[src/sv/qpsd_pkg.sv]
// Quoted-printable stream decoder: shared types, character constants and
// the hex digit lookup. No dependencies; used by every module of the block.
`default_nettype none

package qpsd_pkg;

  // Configuration register indexes
  localparam int CfgIdxW = 1;
  typedef enum logic [CfgIdxW-1:0] {
    CFG_ESCAPE_IS_PERCENT = 1'b0,
    CFG_Q_MODE            = 1'b1
  } cfg_idx_t;

  // Input item kinds (carried on tuser)
  typedef enum logic {
    KIND_DATA = 1'b0,
    KIND_EOS  = 1'b1
  } kind_t;

  // Character codes
  localparam logic [7:0] CH_NUL        = 8'h00;
  localparam logic [7:0] CH_TAB        = 8'h09;
  localparam logic [7:0] CH_LF         = 8'h0A;
  localparam logic [7:0] CH_CR         = 8'h0D;
  localparam logic [7:0] CH_SPACE      = 8'h20;
  localparam logic [7:0] CH_PERCENT    = 8'h25;
  localparam logic [7:0] CH_EQUALS     = 8'h3D;
  localparam logic [7:0] CH_UNDERSCORE = 8'h5F;
  localparam logic [7:0] CH_TILDE      = 8'h7E;

  // Most results one item can cause
  localparam int MaxRes = 3;
  localparam int CntW   = 2;

  // Active configuration
  typedef struct packed {
    logic esc_pct;
    logic q_mode;
  } cfg_t;

  // Results of one item, first result in slot 0
  typedef struct packed {
    logic [CntW-1:0]          cnt;
    logic [MaxRes-1:0][7:0]   data;
  } res_t;

  // Hex digit value; bit 4 set when ch is not a hex digit
  function automatic logic [4:0] hex_val(input logic [7:0] ch);
    logic [7:0] d;
    logic [4:0] r;
    d = 8'h00;
    r = 5'h10;
    if (ch >= 8'h30 && ch <= 8'h39) begin
      d = ch - 8'h30;
      r = {1'b0, d[3:0]};
    end else if (ch >= 8'h41 && ch <= 8'h46) begin
      d = ch - 8'h37;
      r = {1'b0, d[3:0]};
    end else if (ch >= 8'h61 && ch <= 8'h66) begin
      d = ch - 8'h57;
      r = {1'b0, d[3:0]};
    end
    return r;
  endfunction

endpackage

`default_nettype wire

[src/sv/quoted_printable_stream_decoder.sv]
// Quoted-printable stream decoder top level: input register, config
// registers, decoder core and result register. Depends on qpsd_pkg,
// qpsd_decode and qpsd_outbuf.
//
// Takes one encoded byte per input transaction (tuser 1 = end-of-stream
// flush) and gives decoded bytes, tlast marking the final byte caused by
// each input item. Items causing zero or one byte stream at one per cycle
// while out_tready is high, via the input and result registers; an item
// causing two or three bytes (escape flushes) holds the input while the
// three-byte result register drains through the single output port.
// Configuration (index 0: escape is '%', index 1: Q mode) must be written
// only while the block is idle (not enforced); cfg_ready is always high.
`default_nettype none

module quoted_printable_stream_decoder (
  input  wire logic                         clk,
  input  wire logic                         rst_n,
  input  wire logic                         cfg_valid,
  output logic                              cfg_ready,
  input  wire logic [qpsd_pkg::CfgIdxW-1:0] cfg_index,
  input  wire logic                         cfg_data,
  input  wire logic                         in_tvalid,
  output logic                              in_tready,
  input  wire logic [7:0]                   in_tdata,   // [7:0] in_byte
  input  wire logic                         in_tuser,   // [0] kind
  output logic                              out_tvalid,
  input  wire logic                         out_tready,
  output logic [7:0]                        out_tdata,  // [7:0] out_byte
  output logic                              out_tlast
);
  import qpsd_pkg::*;

  cfg_t       cfg_r;
  logic       s1_valid_r, s1_valid_nxt;
  logic       s1_kind_r;
  logic [7:0] s1_byte_r;
  logic       s1_adv;
  logic       in_acc;
  logic       ob_free;
  res_t       res;

  // Configuration writes
  assign cfg_ready = 1'b1;
  always_ff @(posedge clk) begin
    if (!rst_n) begin
      cfg_r <= '0;
    end else if (cfg_valid && cfg_ready) begin
      case (cfg_idx_t'(cfg_index))
        CFG_ESCAPE_IS_PERCENT: cfg_r.esc_pct <= cfg_data;
        CFG_Q_MODE:            cfg_r.q_mode  <= cfg_data;
        default:               cfg_r         <= cfg_r;
      endcase
    end
  end

  // Input register
  assign s1_adv       = s1_valid_r && (res.cnt == '0 || ob_free);
  assign in_tready    = !s1_valid_r || s1_adv;
  assign in_acc       = in_tvalid && in_tready;
  assign s1_valid_nxt = in_acc ? 1'b1 : (s1_adv ? 1'b0 : s1_valid_r);

  always_ff @(posedge clk) begin
    if (!rst_n) s1_valid_r <= 1'b0;
    else        s1_valid_r <= s1_valid_nxt;
    if (in_acc) begin
      s1_kind_r <= in_tuser;
      s1_byte_r <= in_tdata;
    end
  end

  qpsd_decode u_decode (
    .clk       (clk),
    .rst_n     (rst_n),
    .cfg       (cfg_r),
    .item_kind (s1_kind_r),
    .item_byte (s1_byte_r),
    .adv       (s1_adv),
    .res       (res)
  );

  qpsd_outbuf u_outbuf (
    .clk        (clk),
    .rst_n      (rst_n),
    .ld         (s1_adv && res.cnt != '0),
    .res        (res),
    .free       (ob_free),
    .out_tvalid (out_tvalid),
    .out_tready (out_tready),
    .out_tdata  (out_tdata),
    .out_tlast  (out_tlast)
  );

  // A stuck item blocks new input
  a_hold_blocks: assert property (@(posedge clk) disable iff (!rst_n)
    (s1_valid_r && !s1_adv) |-> !in_tready) else $error("input overrun");

  // An item that moves on with results leaves output pending
  a_adv_out: assert property (@(posedge clk) disable iff (!rst_n)
    (s1_adv && res.cnt != '0) |=> out_tvalid) else $error("results lost");

  // An item not moving on stays in the input register
  a_s1_hold: assert property (@(posedge clk) disable iff (!rst_n)
    (s1_valid_r && !s1_adv) |=> (s1_valid_r && $stable(s1_byte_r)))
    else $error("held item changed");

endmodule

`default_nettype wire

[src/sv/qpsd_decode.sv]
// Decoder core: escape / soft break / CR state and the per-item result set.
// Depends on qpsd_pkg. State advances only when the held item moves on.
`default_nettype none

module qpsd_decode (
  input  wire logic          clk,
  input  wire logic          rst_n,
  input  wire qpsd_pkg::cfg_t cfg,
  input  wire logic          item_kind,
  input  wire logic [7:0]    item_byte,
  input  wire logic          adv,
  output qpsd_pkg::res_t     res
);
  import qpsd_pkg::*;

  logic       ine_r, ine_nxt;
  logic       hn_r, hn_nxt;
  logic [3:0] hnib_r, hnib_nxt;
  logic [7:0] held_r, held_nxt;
  logic       elf_r, elf_nxt;

  // Result set and next state for the held item
  always_comb begin
    logic [7:0] esc;
    logic [7:0] ch;
    logic [4:0] hv;
    logic       ine_e;
    esc      = cfg.esc_pct ? CH_PERCENT : CH_EQUALS;
    ch       = item_byte;
    hv       = hex_val(ch);
    ine_e    = ine_r;
    ine_nxt  = ine_r;
    hn_nxt   = hn_r;
    hnib_nxt = hnib_r;
    held_nxt = held_r;
    elf_nxt  = elf_r;
    res.cnt  = '0;
    res.data = '0;
    if (item_kind == KIND_EOS) begin
      // flush open escape, then held hex char
      if (ine_r) begin
        res.data[0] = esc;
        if (hn_r) begin
          res.data[1] = held_r;
          res.cnt     = 2'd2;
        end else begin
          res.cnt = 2'd1;
        end
      end else if (hn_r) begin
        res.data[0] = held_r;
        res.cnt     = 2'd1;
      end
      ine_nxt  = 1'b0;
      hn_nxt   = 1'b0;
      hnib_nxt = '0;
      held_nxt = '0;
      elf_nxt  = 1'b0;
    end else begin
      // CR not followed by LF cancels the pending soft break
      if (elf_r && ch != CH_LF) begin
        ine_e   = 1'b0;
        elf_nxt = 1'b0;
      end
      ine_nxt = ine_e;
      if (ine_e) begin
        if (!hv[4]) begin
          if (hn_r) begin
            res.data[0] = {hnib_r, hv[3:0]};
            res.cnt     = 2'd1;
            hn_nxt      = 1'b0;
            hnib_nxt    = '0;
            ine_nxt     = 1'b0;
          end else begin
            hn_nxt   = 1'b1;
            hnib_nxt = hv[3:0];
            held_nxt = ch;
          end
        end else if (!hn_r && ch == CH_CR) begin
          elf_nxt = 1'b1;
        end else if (!hn_r && ch == CH_LF) begin
          // soft line break
          ine_nxt = 1'b0;
          elf_nxt = 1'b0;
        end else begin
          // bad byte: escape, held char, then the byte itself unless it is NUL or the escape
          res.data[0] = esc;
          if (hn_r) begin
            res.data[1] = held_r;
            res.cnt     = 2'd2;
          end else begin
            res.cnt = 2'd1;
          end
          if (ch != esc && ch != CH_NUL) begin
            if (hn_r) res.data[2] = ch;
            else      res.data[1] = ch;
            res.cnt = res.cnt + 2'd1;
          end
          hn_nxt   = 1'b0;
          hnib_nxt = '0;
          elf_nxt  = 1'b0;
          ine_nxt  = (ch == esc);
        end
      end else begin
        if ((ch >= CH_SPACE && ch <= CH_TILDE) || ch == CH_TAB) begin
          if (ch == esc) begin
            ine_nxt = 1'b1;
          end else if (cfg.q_mode && ch == CH_UNDERSCORE) begin
            res.data[0] = CH_SPACE;
            res.cnt     = 2'd1;
          end else begin
            res.data[0] = ch;
            res.cnt     = 2'd1;
          end
        end else if (ch == CH_LF) begin
          res.data[0] = CH_LF;
          res.cnt     = 2'd1;
          elf_nxt     = 1'b0;
        end else if (ch == CH_CR) begin
          elf_nxt = 1'b1;
        end else begin
          res.data[0] = ch;
          res.cnt     = 2'd1;
        end
      end
    end
  end

  // State registers
  always_ff @(posedge clk) begin
    if (!rst_n) begin
      ine_r  <= 1'b0;
      hn_r   <= 1'b0;
      hnib_r <= '0;
      held_r <= '0;
      elf_r  <= 1'b0;
    end else if (adv) begin
      ine_r  <= ine_nxt;
      hn_r   <= hn_nxt;
      hnib_r <= hnib_nxt;
      held_r <= held_nxt;
      elf_r  <= elf_nxt;
    end
  end

  // A held hex digit only exists inside an escape
  a_hn_in_esc: assert property (@(posedge clk) disable iff (!rst_n)
    hn_r |-> ine_r) else $error("held digit outside escape");

  // Pending LF never coexists with a held digit
  a_elf_no_hn: assert property (@(posedge clk) disable iff (!rst_n)
    elf_r |-> !hn_r) else $error("expect LF with held digit");

  // End of stream clears all decode state
  a_eos_clear: assert property (@(posedge clk) disable iff (!rst_n)
    (adv && item_kind == KIND_EOS) |=> (!ine_r && !hn_r && !elf_r))
    else $error("end of stream left state behind");

endmodule

`default_nettype wire

[src/sv/qpsd_outbuf.sv]
// Result register: holds up to three decoded bytes of one item and hands
// them out one per transaction. Depends on qpsd_pkg.
`default_nettype none

module qpsd_outbuf (
  input  wire logic           clk,
  input  wire logic           rst_n,
  input  wire logic           ld,
  input  wire qpsd_pkg::res_t res,
  output logic                free,
  output logic                out_tvalid,
  input  wire logic           out_tready,
  output logic [7:0]          out_tdata,   // [7:0] out_byte
  output logic                out_tlast
);
  import qpsd_pkg::*;

  logic [MaxRes-1:0][7:0] data_r, data_nxt;
  logic [CntW-1:0]        rem_r, rem_nxt;
  logic                   take;

  assign take       = out_tvalid && out_tready;
  assign out_tvalid = (rem_r != '0);
  assign out_tdata  = data_r[0];
  assign out_tlast  = (rem_r == 2'd1);
  assign free       = (rem_r == '0) || (rem_r == 2'd1 && take);

  // Load a new set or shift the head out
  always_comb begin
    data_nxt = data_r;
    rem_nxt  = rem_r;
    if (ld) begin
      data_nxt = res.data;
      rem_nxt  = res.cnt;
    end else if (take) begin
      data_nxt = {8'h00, data_r[MaxRes-1:1]};
      rem_nxt  = rem_r - 2'd1;
    end
  end

  always_ff @(posedge clk) begin
    data_r <= data_nxt;
    if (!rst_n) rem_r <= '0;
    else        rem_r <= rem_nxt;
  end

  // Never load over bytes still waiting
  a_ld_free: assert property (@(posedge clk) disable iff (!rst_n)
    ld |-> free) else $error("result set overwritten");

  // A load leaves exactly its count pending
  a_ld_cnt: assert property (@(posedge clk) disable iff (!rst_n)
    ld |=> rem_r == $past(res.cnt)) else $error("bad count after load");

  // A transaction without load drops exactly one byte
  a_take_dec: assert property (@(posedge clk) disable iff (!rst_n)
    (take && !ld) |=> rem_r == $past(rem_r) - 2'd1)
    else $error("bad count after transaction");

endmodule

`default_nettype wire
[config.mk]
export PLATFORM = sky130hd
export DESIGN_NAME = quoted_printable_stream_decoder
export DESIGN_NICKNAME = d
export VERILOG_FILES = /design/src/sv/qpsd_pkg.sv /design/src/sv/quoted_printable_stream_decoder.sv /design/src/sv/qpsd_decode.sv /design/src/sv/qpsd_outbuf.sv
export SDC_FILE = /design/constraint.sdc
export NUM_CORES = 1
export LEC_CHECK = 0
export BUFFER_PORTS_ARGS = -buffer_cell sky130_fd_sc_hd__clkbuf_2
export CAP_MARGIN = 40
export CORE_MARGIN = 5
export CORE_UTILIZATION = 55
export DETAILED_ROUTE_END_ITERATION = 8
export HOLD_SLACK_MARGIN = 0.02
export PLACE_DENSITY_LB_ADDON = 0.15
export SLEW_MARGIN = 25
export SYNTH_ARGS = -nofsm -noshare
export SYNTH_HDL_FRONTEND = slang
export SYNTH_SLANG_ARGS = --single-unit
[constraint.sdc]
create_clock -name clk -period 4.54 [get_ports clk]
set_clock_uncertainty 0.15 [all_clocks]
set_input_delay 0.454 -clock clk [delete_from_list [all_inputs] [get_ports clk]]
set_output_delay 0.454 -clock clk [all_outputs]
set_load 0.1 [all_outputs]
# == Yosys cells after proc, flatten, opt, wreduce, memory -nomap -nowiden ==
# Index checks and enable logic that the tools add are counted.
# word_totals
latch_bits,0
ram_bits,0
wordCells,150
n_memories,0
register_bits,53
out_inout_bits,12
in_bits,16
romBits,0
# op_classes
shift,0
magnitude_cmp,8
n_eq_ne,12
mul,0
reduce_logical,32
div_mod_pow,0
add_sub_neg,5
mux,78
bitwise,1
# op_table
op,count
$mux W8,18
$mux W26,2
$mux W16,3
$mux W24,2
$mux W1,28
$mux W2,14
$eq A8 B4 Y1 const B,3
$le A8 B7 Y1 const B,3
$mux W4,6
$mux W5,4
$mux W18,1
$ge A8 B6 Y1 const B,2
$ge A8 B7 Y1 const B,2
$logic_and A1 B1 Y1,14
$reduce_bool A2 Y1,5
$eq A8 B6 Y1,1
$eq A8 B7 Y1 const B,1
$le A8 B6 Y1 const B,1
$ne A8 B4 Y1 const B,1
$ne A8 B6 Y1,1
$reduce_and A4 Y1,2
$reduce_bool A8 Y1,1
$sub A4 B3 Y4 const B,2
$ne A3 B3 Y1 const B,2
10 further kinds,17

# == Longest topological paths before layout ==
# Gate-level depths: netlist (run 1).
# depth
ltp_word,21
ltp_mapped,13

# == By module ==
# A second synthesis (run 1) with hierarchy kept.
# unflattened
cells_unflattened,327
area_unflattened_um2,3349.5
# by_module_without_submodules
module,instances,cells_per_inst,seq_area_each_um2,area_per_inst_um2
qpsd_decode,1,219,300.3,1685.4
qpsd_outbuf,1,78,760.7,1231.2
quoted_printable_stream_decoder,1,30,330.3,432.9

# == Worst setup path before layout (run 1) ==
# OpenSTA, ideal clock, no wires.
# synth_timing
path_kind,reg2out
startpoint,register s1_byte_r[1]
endpoint,output port in_tready
path_slack_ps,714
stages_incl_launch_ff,13
path_buffers,1
t_required_ps,3936
t_arrival_ps,3222
path_cell_list,edfxtp_1 > inv_1 > ha_1 > and2_0 > clkbuf_1 > o2111a_1 > a41o_1 > ha_1 > inv_1 > nor3_1 > o31a_4 > o21ai_0 > nand3_1
# synth_via
elab_chain_len,12
# synth_rtl
item,line_no,text
from (decl),quoted_printable_stream_decoder.sv:36,logic [7:0] s1_byte_r;
from (signal assigned),quoted_printable_stream_decoder.sv:67,s1_byte_r <= in_tdata;
$ge A8 B7 Y1 (tied with other cells),qpsd_pkg.sv:59,end else if (ch >= 8'h61 && ch <= 8'h66) begin
"$logic_and A1 B1 Y1, on equally long branches","qpsd_pkg.sv:59, qpsd_decode.sv:93",
$mux W5 or $mux W18 (tied branches),"qpsd_pkg.sv:59, qpsd_decode.sv:93",
$mux W5 or $mux W26 (tied branches),"qpsd_pkg.sv:56, qpsd_decode.sv:80",
$mux W5 or $mux W26 (tied branches),"qpsd_pkg.sv:53, qpsd_decode.sv:78",
$mux W2,qpsd_decode.sv:66,if (!hv[4]) begin
$mux W2 (*),qpsd_decode.sv:65,if (ine_e) begin
$mux W2 (*),qpsd_decode.sv:39,if (item_kind == KIND_EOS) begin
$logic_not A2 Y1 (*),quoted_printable_stream_decoder.sv:57,assign s1_adv = s1_valid_r && (res.cnt == '0 || ob_free);
$logic_or A1 B1 Y1 (*),quoted_printable_stream_decoder.sv:57,
$logic_and A1 B1 Y1 (*),quoted_printable_stream_decoder.sv:57,
$logic_or A1 B1 Y1 (*),quoted_printable_stream_decoder.sv:58,assign in_tready = !s1_valid_r || s1_adv;
to (decl),quoted_printable_stream_decoder.sv:23,"output logic in_tready,"
# Every way passes the cells marked *; elsewhere a longest branch is shown, timed or not. The select of a mux whose other input is x is not followed.

# == Worst setup path in the final report (run 1) ==
# Ends and elaborated chain as after synthesis.

==> impl_metrics.py, run 1 <==
metrics = {
    "run_status": {
        "status": "completed",
    },
    "finish": {
        "fin_util_pct": 59.6,
        "nets": 355,
        "fillers": 513,
        "final_layout_size_suffix_gt1_share_pct": 19.9,
        "multi_input_area_um2": 1710,
        "synthToLayoutAreaGrowth_pct": 5.30,
        "register_area_um2": 1390,
        "antenna_cells": 0,
    },
    "clock_tree": {
        "h-tree-depth": 2,
        "root_buffer": "clkbuf_8",
        "cts_setup_buffers": 0,
        "cts_resized": 0,
        "clk_pin_slew_ns": 0.10,
        "clock_sink_count": 53,
        "cts_buffer_depth": 2,
        "numCtsBuffers": 5,
        "clk_latency_ns": 0.32,
        "hold_buffers": 0,
        "tritoncts": "built",
    },
    "logic_synthesis": {
        "netlist_instances": 325,
        "netlist.area_leader.share_pct": 29.6,
        "synth.top_cells.by_area": "edfxtp_1 30%, dfxtp_1 12%, a32o_1 4.2%",
        "synth.largest_area_cell": "edfxtp_1",
        "syn_avg_cell_area_um2": 10.3,
        "ys_seq_area_share_pct": 41.5,
        "ys_types": 72,
        "yosys_warnings": 0,
        "synth_edf_count": 33,
        "ys.flop_type": "edfxtp_1",
        "async_reset_ff_share_pct": 0,
        "syn-num-nets": 349,
        "syn_area_um2": 3350,
        "ys_ff_latch": 53,
    },
    "routing": {
        "drt-wirelength-per-cell_um": 20.7,
        "num_vias": 2751,
        "drt-initial-drc-count": 343,
        "drtAntennaViolNets": 0,
        "drcViolationCount": 0,
        "routed_wl_um": 8430,
        "viasPerCell": 6.76,
        "dr.pass1.iters": 6,
    },
    "timing": {
        "period_needed_ns": 4.19,
        "worst_pin_slew_ns": 0.889,
        "maxSlewHeadroom_pct": 40.1,
        "drv_slew": 0,
        "hold-worst-slack_ns": 0.152,
        "setup_tns_ns": 0,
        "rsz0062_at_grt": "false",
        "setup_viol": 0,
        "hold_violations": 0,
        "fmax_mhz": 239,
        "min_period_over_period_pct": 92.3,
    },
    "global_routing": {
        "overflow": 0,
        "grt_pass1_vias": 2537,
        "grtUsageTotal_pct": 23.2,
        "antenna_found_initial": 0,
        "grt_max_degree": 25,
        "grt_pass1_wl_um": 13600,
    },
    "floorplanning": {
        "die_w_um": 88.1,
        "placementRows": 28,
        "initial_core_util_pct": 56.6,
        "core_um2": 5920,
        "die_h_um": 88.1,
        "io_pins": 28,
        "dieArea_um2": 7750,
    },
    "critical_path": {
        "worstSetupPathType": "reg -> out",
        "cp.arrival_ns": 3.59,
        "crit_required_ns": 3.94,
        "crit_path_start_kind": "register",
        "path_max_fanout": 9,
        "endpoint_kind": "primary output",
    },
    "power": {
        "p_per_area_nw_per_um2": 333,
        "p_leak_nw": 1.31,
        "power_w": 0.00117,
        "ir_worst_vdd_uv": 272,
    },
    "place": {
        "gp_congestion": 0.933,
        "place_hpwl_um": 5990,
        "port_buffers": 26,
    },
    "min_path": {
        "hold_path_class": "in -> reg",
    },
    "job": {
        "drv_cap": 0,
    },
}
[synthesized netlist by cell type, types with 4 or more instances]
master and count:
o21ai_0 12, buf_4 10, or3_1 4, dfxtp_1 20
mux2_4 9, nor2b_1 5, nor2_1 13, inv_1 19
a32o_1 14, a21oi_1 10, a32oi_1 4, nand2b_1 4
nand3_1 10, edfxtp_1 33, a21boi_0 4, buf_2 4
clkbuf_1 15, nand2_1 17, mux2_2 4, nor3_1 12
o211ai_1 5, ha_1 8, o221ai_1 4, o31ai_1 4
a22o_1 11
[placed cells by master (no fill, tap or decap), types with 8 or more instances in the layout]
cell,n
a21oi_1,10
a22o_1,11
a32o_1,14
clkbuf_2,26
dfxtp_1,20
edfxtp_1,33
ha_1,8
inv_1,19
mux2_4,9
nand2_1,17
nand3_1,10
nor2_1,13
nor3_1,12
o21ai_0,12
[cells by family after synthesis]
kind of cell / Yosys count / synth area share [%]
compound gates: 103 / 25.8
simple gates: 93 / 15.9
flops: 53 / 41.5
buf+inv: 51 / 7.43
mux: 15 / 5.97
fa+ha+maj: 8 / 2.99
other cells: 1 / 0.112
xor+xnor: 1 / 0.261
[critical path, stage by stage, from the launching register on]
cell      delay (ns)
edfxtp_1        0.52
inv_1           0.18
ha_1            0.27
and2_0          0.31
o2111a_1        0.31
a41o_1          0.16
ha_1            0.24
inv_1           0.08
nor3_1          0.07
o31a_4          0.41
o21ai_0         0.24
nand3_1         0.10
clkbuf_2        0.39
[worst paths after layout]
path,start,to,slack (ns),depth (start not counted)
worst max-delay path,s1_byte_r[1],in_tready,0.35,12
worst min-delay path,in_tuser,s1_kind_r,0.15,1
worst max register to register,s1_byte_r[1],u_outbuf.out_tdata[6],0.73,11
worst min register to register,cfg_r[0],cfg_r[0],0.35,2
[through the flow]
stage	std cells	setup slack, ns	instance area (µm²)
4_1_cts	407	0.364	3530
5_1_grt	407	0.163	3530
6_report	407	0.349	3530
3_3_place_gp	398	0.847	3430
3_5_place_dp	399	0.728	3440
2_1_floorplan	325	0.714	3350
[power breakdown]
| group | internal [W] | switching (W) | leakage [nW] | total [W] |
|---|---|---|---|---|
| sequential | 0.000566 | 0.0000310 | 0.476 | 0.000597 |
| combinational | 0.0000783 | 0.000226 | 0.791 | 0.000304 |
| clock | 0.000110 | 0.000163 | 0.0456 | 0.000273 |
[layout make-up]
type	count	area share, %
clock inverters	2	0.390
well taps	75	2.66
repair buffers	31	4.96
multi-input cells	221	48.5
clock buffers	6	2.06
inverters	19	2.02
flip-flops and latches	53	39.4
[state kept, by name (all words and copies together), names as in the netlist]
register            flops
s1_kind_r               1
u_decode.hnib_r         4
u_outbuf.rem_r          2
u_outbuf.data_r        16
s1_valid_r              1
u_decode.elf_r          1
cfg_r                   2
u_decode.held_r         8
s1_byte_r               8
u_decode.ine_r          1
u_decode.hn_r           1
u_outbuf.out_tdata      8
[per-layer routing]
layer	GRT usage (%)	vias up	wire, µm	part of all wire [%]
li1	-	1278	-	-
met1	32.1	1294	3490	41
met2	37.0	148	3910	46
met3	4.14	31	747	8.9
met4	7.69	0	277	3.3
met5	0	-	0	0
Note: power is estimated with default switching activity, not from simulation.
==> run 2, diff against run 1 <==
==> constraint.sdc (replaced) <==
create_clock -name clk -period 4.6 [get_ports clk]
set_clock_uncertainty 0.15 [all_clocks]
set_input_delay 0.46 -clock clk [delete_from_list [all_inputs] [get_ports clk]]
set_output_delay 0.46 -clock clk [all_outputs]
set_load 0.05 [all_outputs]
==> impl_metrics.py, run 2 (synthesis gave the netlist of run 1 again) <==
metrics = {
    "run_status": {
        "status": "completed",
    },
    "finish": {
        "synthToLayoutAreaGrowth_pct": 5.75,
        "nets": 357,
        "finalNonFillerCells": 409,
        "multi_input_area_um2": 1710,
        "top_register": "u_outbuf.data_r",
        "fillers": 538,
        "antenna_cells": 0,
        "layout_common_cells": "33 x edfxtp_1, 26 x clkbuf_2, 20 x dfxtp_1",
        "final_common_cell": "edfxtp_1",
        "register_area_um2": 1390,
        "fin_util_pct": 59.8,
        "final_layout_size_suffix_gt1_share_pct": 20.4,
        "final_area_um2": 3540,
        "largest_reg_flops": 16,
    },
    "global_routing": {
        "grt_most_used_layer": "met2",
        "antenna_found_initial": 0,
        "grt_pass1_vias": 2599,
        "use_met2_pct": 37.1,
        "overflow": 0,
        "use_met1_pct": 32.9,
        "grt_max_degree": 30,
        "gr-usage-met3_pct": 3.67,
        "grt_pass1_wl_um": 13900,
        "grtUsageTotal_pct": 23.5,
    },
    "routing": {
        "drt-initial-drc-count": 410,
        "drcViolationCount": 0,
        "num_vias": 2780,
        "drtAntennaViolNets": 0,
        "routed_wl_um": 8620,
        "drt-wirelength-per-cell_um": 21.1,
        "dr.pass1.iters": 5,
        "viasPerCell": 6.80,
    },
    "floorplanning": {
        "die_h_um": 88.1,
        "dieArea_um2": 7750,
        "core_um2": 5920,
        "die_w_um": 88.1,
        "initial_core_util_pct": 56.6,
        "placementRows": 28,
        "io_pins": 28,
    },
    "clock_tree": {
        "root_buffer": "clkbuf_8",
        "cts_buffer_depth": 2,
        "cts_setup_buffers": 0,
        "numCtsBuffers": 5,
        "clk_pin_slew_ns": 0.10,
        "h-tree-depth": 2,
        "tritoncts": "built",
        "clk_latency_ns": 0.32,
        "hold_buffers": 0,
        "cts_resized": 0,
        "clock_sink_count": 53,
    },
    "timing": {
        "setup_viol": 0,
        "setup_tns_ns": 0,
        "hold_violations": 0,
        "drv_slew": 0,
        "maxSlewHeadroom_pct": 42.2,
        "fmax_mhz": 242,
        "period_needed_ns": 4.13,
        "min_period_over_period_pct": 89.8,
        "rsz0062_at_grt": "false",
        "worst_pin_slew_ns": 0.858,
    },
    "critical_path": {
        "crit_buf_inv": 3,
        "path_delay_family": "compound AO/OA/AOI/OAI gates",
        "cp.arrival_ns": 3.52,
        "crit_required_ns": 3.99,
        "path_max_fanout": 9,
        "endpoint_kind": "primary output",
        "crit_path_start_kind": "register",
        "worstSetupPathType": "reg -> out",
        "cp_cell_sequence": "inv_1 > ha_1 > and2_0 > o2111a_1 > a41o_1 > ha_1 > inv_1 > nor3_1 > o31a_4 > o21ai_0 > nand3_1 > clkbuf_2",
        "reg2reg_depth": 11,
        "crit_cells": 12,
        "critPathSlowestCell": "edfxtp_1",
        "slowest_delay_ns": 0.52,
    },
    "place": {
        "gp_congestion": 1.01,
        "post_dp_cell_area_um2": 3440,
        "port_buffers": 26,
        "place_hpwl_um": 6160,
        "place_inst": 400,
    },
    "min_path": {
        "hold_path_class": "in -> reg",
        "holdPathStages": 1,
    },
    "job": {
        "drv_cap": 0,
    },
    "power": {
        "power_w": 0.00110,
        "pwr-share-seq_pct": 53.0,
        "combinationalPowerShare_pct": 22.4,
        "p_per_area_nw_per_um2": 311,
        "swShare_pct": 32.2,
        "p_leak_nw": 1.32,
        "switching_power_w": 0.000354,
        "power.share.clock_pct": 24.6,
        "p_int_w": 0.000746,
        "ir_worst_vdd_uv": 202,
    },
}
==> run 2: cell count changes in the layout (fill, tap and decap cells not counted), sizes merged <==
cell  change
buf       +2
==> run 2: per-layer routing <==
layer | vias up | part of all wire, % | wire (µm)
met3 | 26 | 8.7 | 750
li1 | 1274 | - | -
met1 | 1324 | 42 | 3640
met2 | 156 | 46 | 3990
met4 | 0 | 2.8 | 242
met5 | - | 0 | 0
==> run 2: cell type report <==
class                           count  share of cell area [%]
Clock buffer                        6                    2.05
Clock inverter                      2                   0.388
Inverter                           19                    2.01
Multi-Input combinational cell    221                    48.3
Sequential cell                    53                    39.3
Tap cell                           75                    2.65
Timing Repair Buffer               33                    5.37
==> run 2: through the flow <==
stage	hold slack (ns)	worst slack (ns)
finish	0.160	0.471
global route	0.151	0.308
CTS	0.162	0.545
detailed placement	0.321	0.829
global placement	0.312	0.921
floorplan	0.293	0.940
==> run 2: worst paths after layout <==
check / startpoint / slack (ns) / endpoint
hold reg to reg: cfg_r[0] / 0.33 / cfg_r[0]
hold / removal: in_tuser / 0.16 / s1_kind_r
setup reg to reg: s1_byte_r[1] / 0.75 / u_outbuf.out_tdata[1]
setup / recovery: s1_byte_r[1] / 0.47 / in_tready
==> run 2: power groups by stage <==
stage          Combinational [W]  Sequential [W]  Clock (W)
2_1_floorplan           0.000209        0.000581          0
3_3_place_gp            0.000237        0.000596          0
3_5_place_dp            0.000240        0.000598          0
4_1_cts                 0.000241        0.000587   0.000274
5_1_grt                 0.000264        0.000588   0.000298
6_report                0.000246        0.000584   0.000270
==> run 2: worst register-to-register path, stage by stage (launching register included) <==
cell and delay, ns:
edfxtp_1 0.52, inv_1 0.18, ha_1 0.26, and2_0 0.33, o2111a_1 0.31, a41o_1 0.17
ha_1 0.24, inv_1 0.07, nor3_1 0.07, o31a_4 0.42, o22ai_4 0.49, mux2_2 0.41
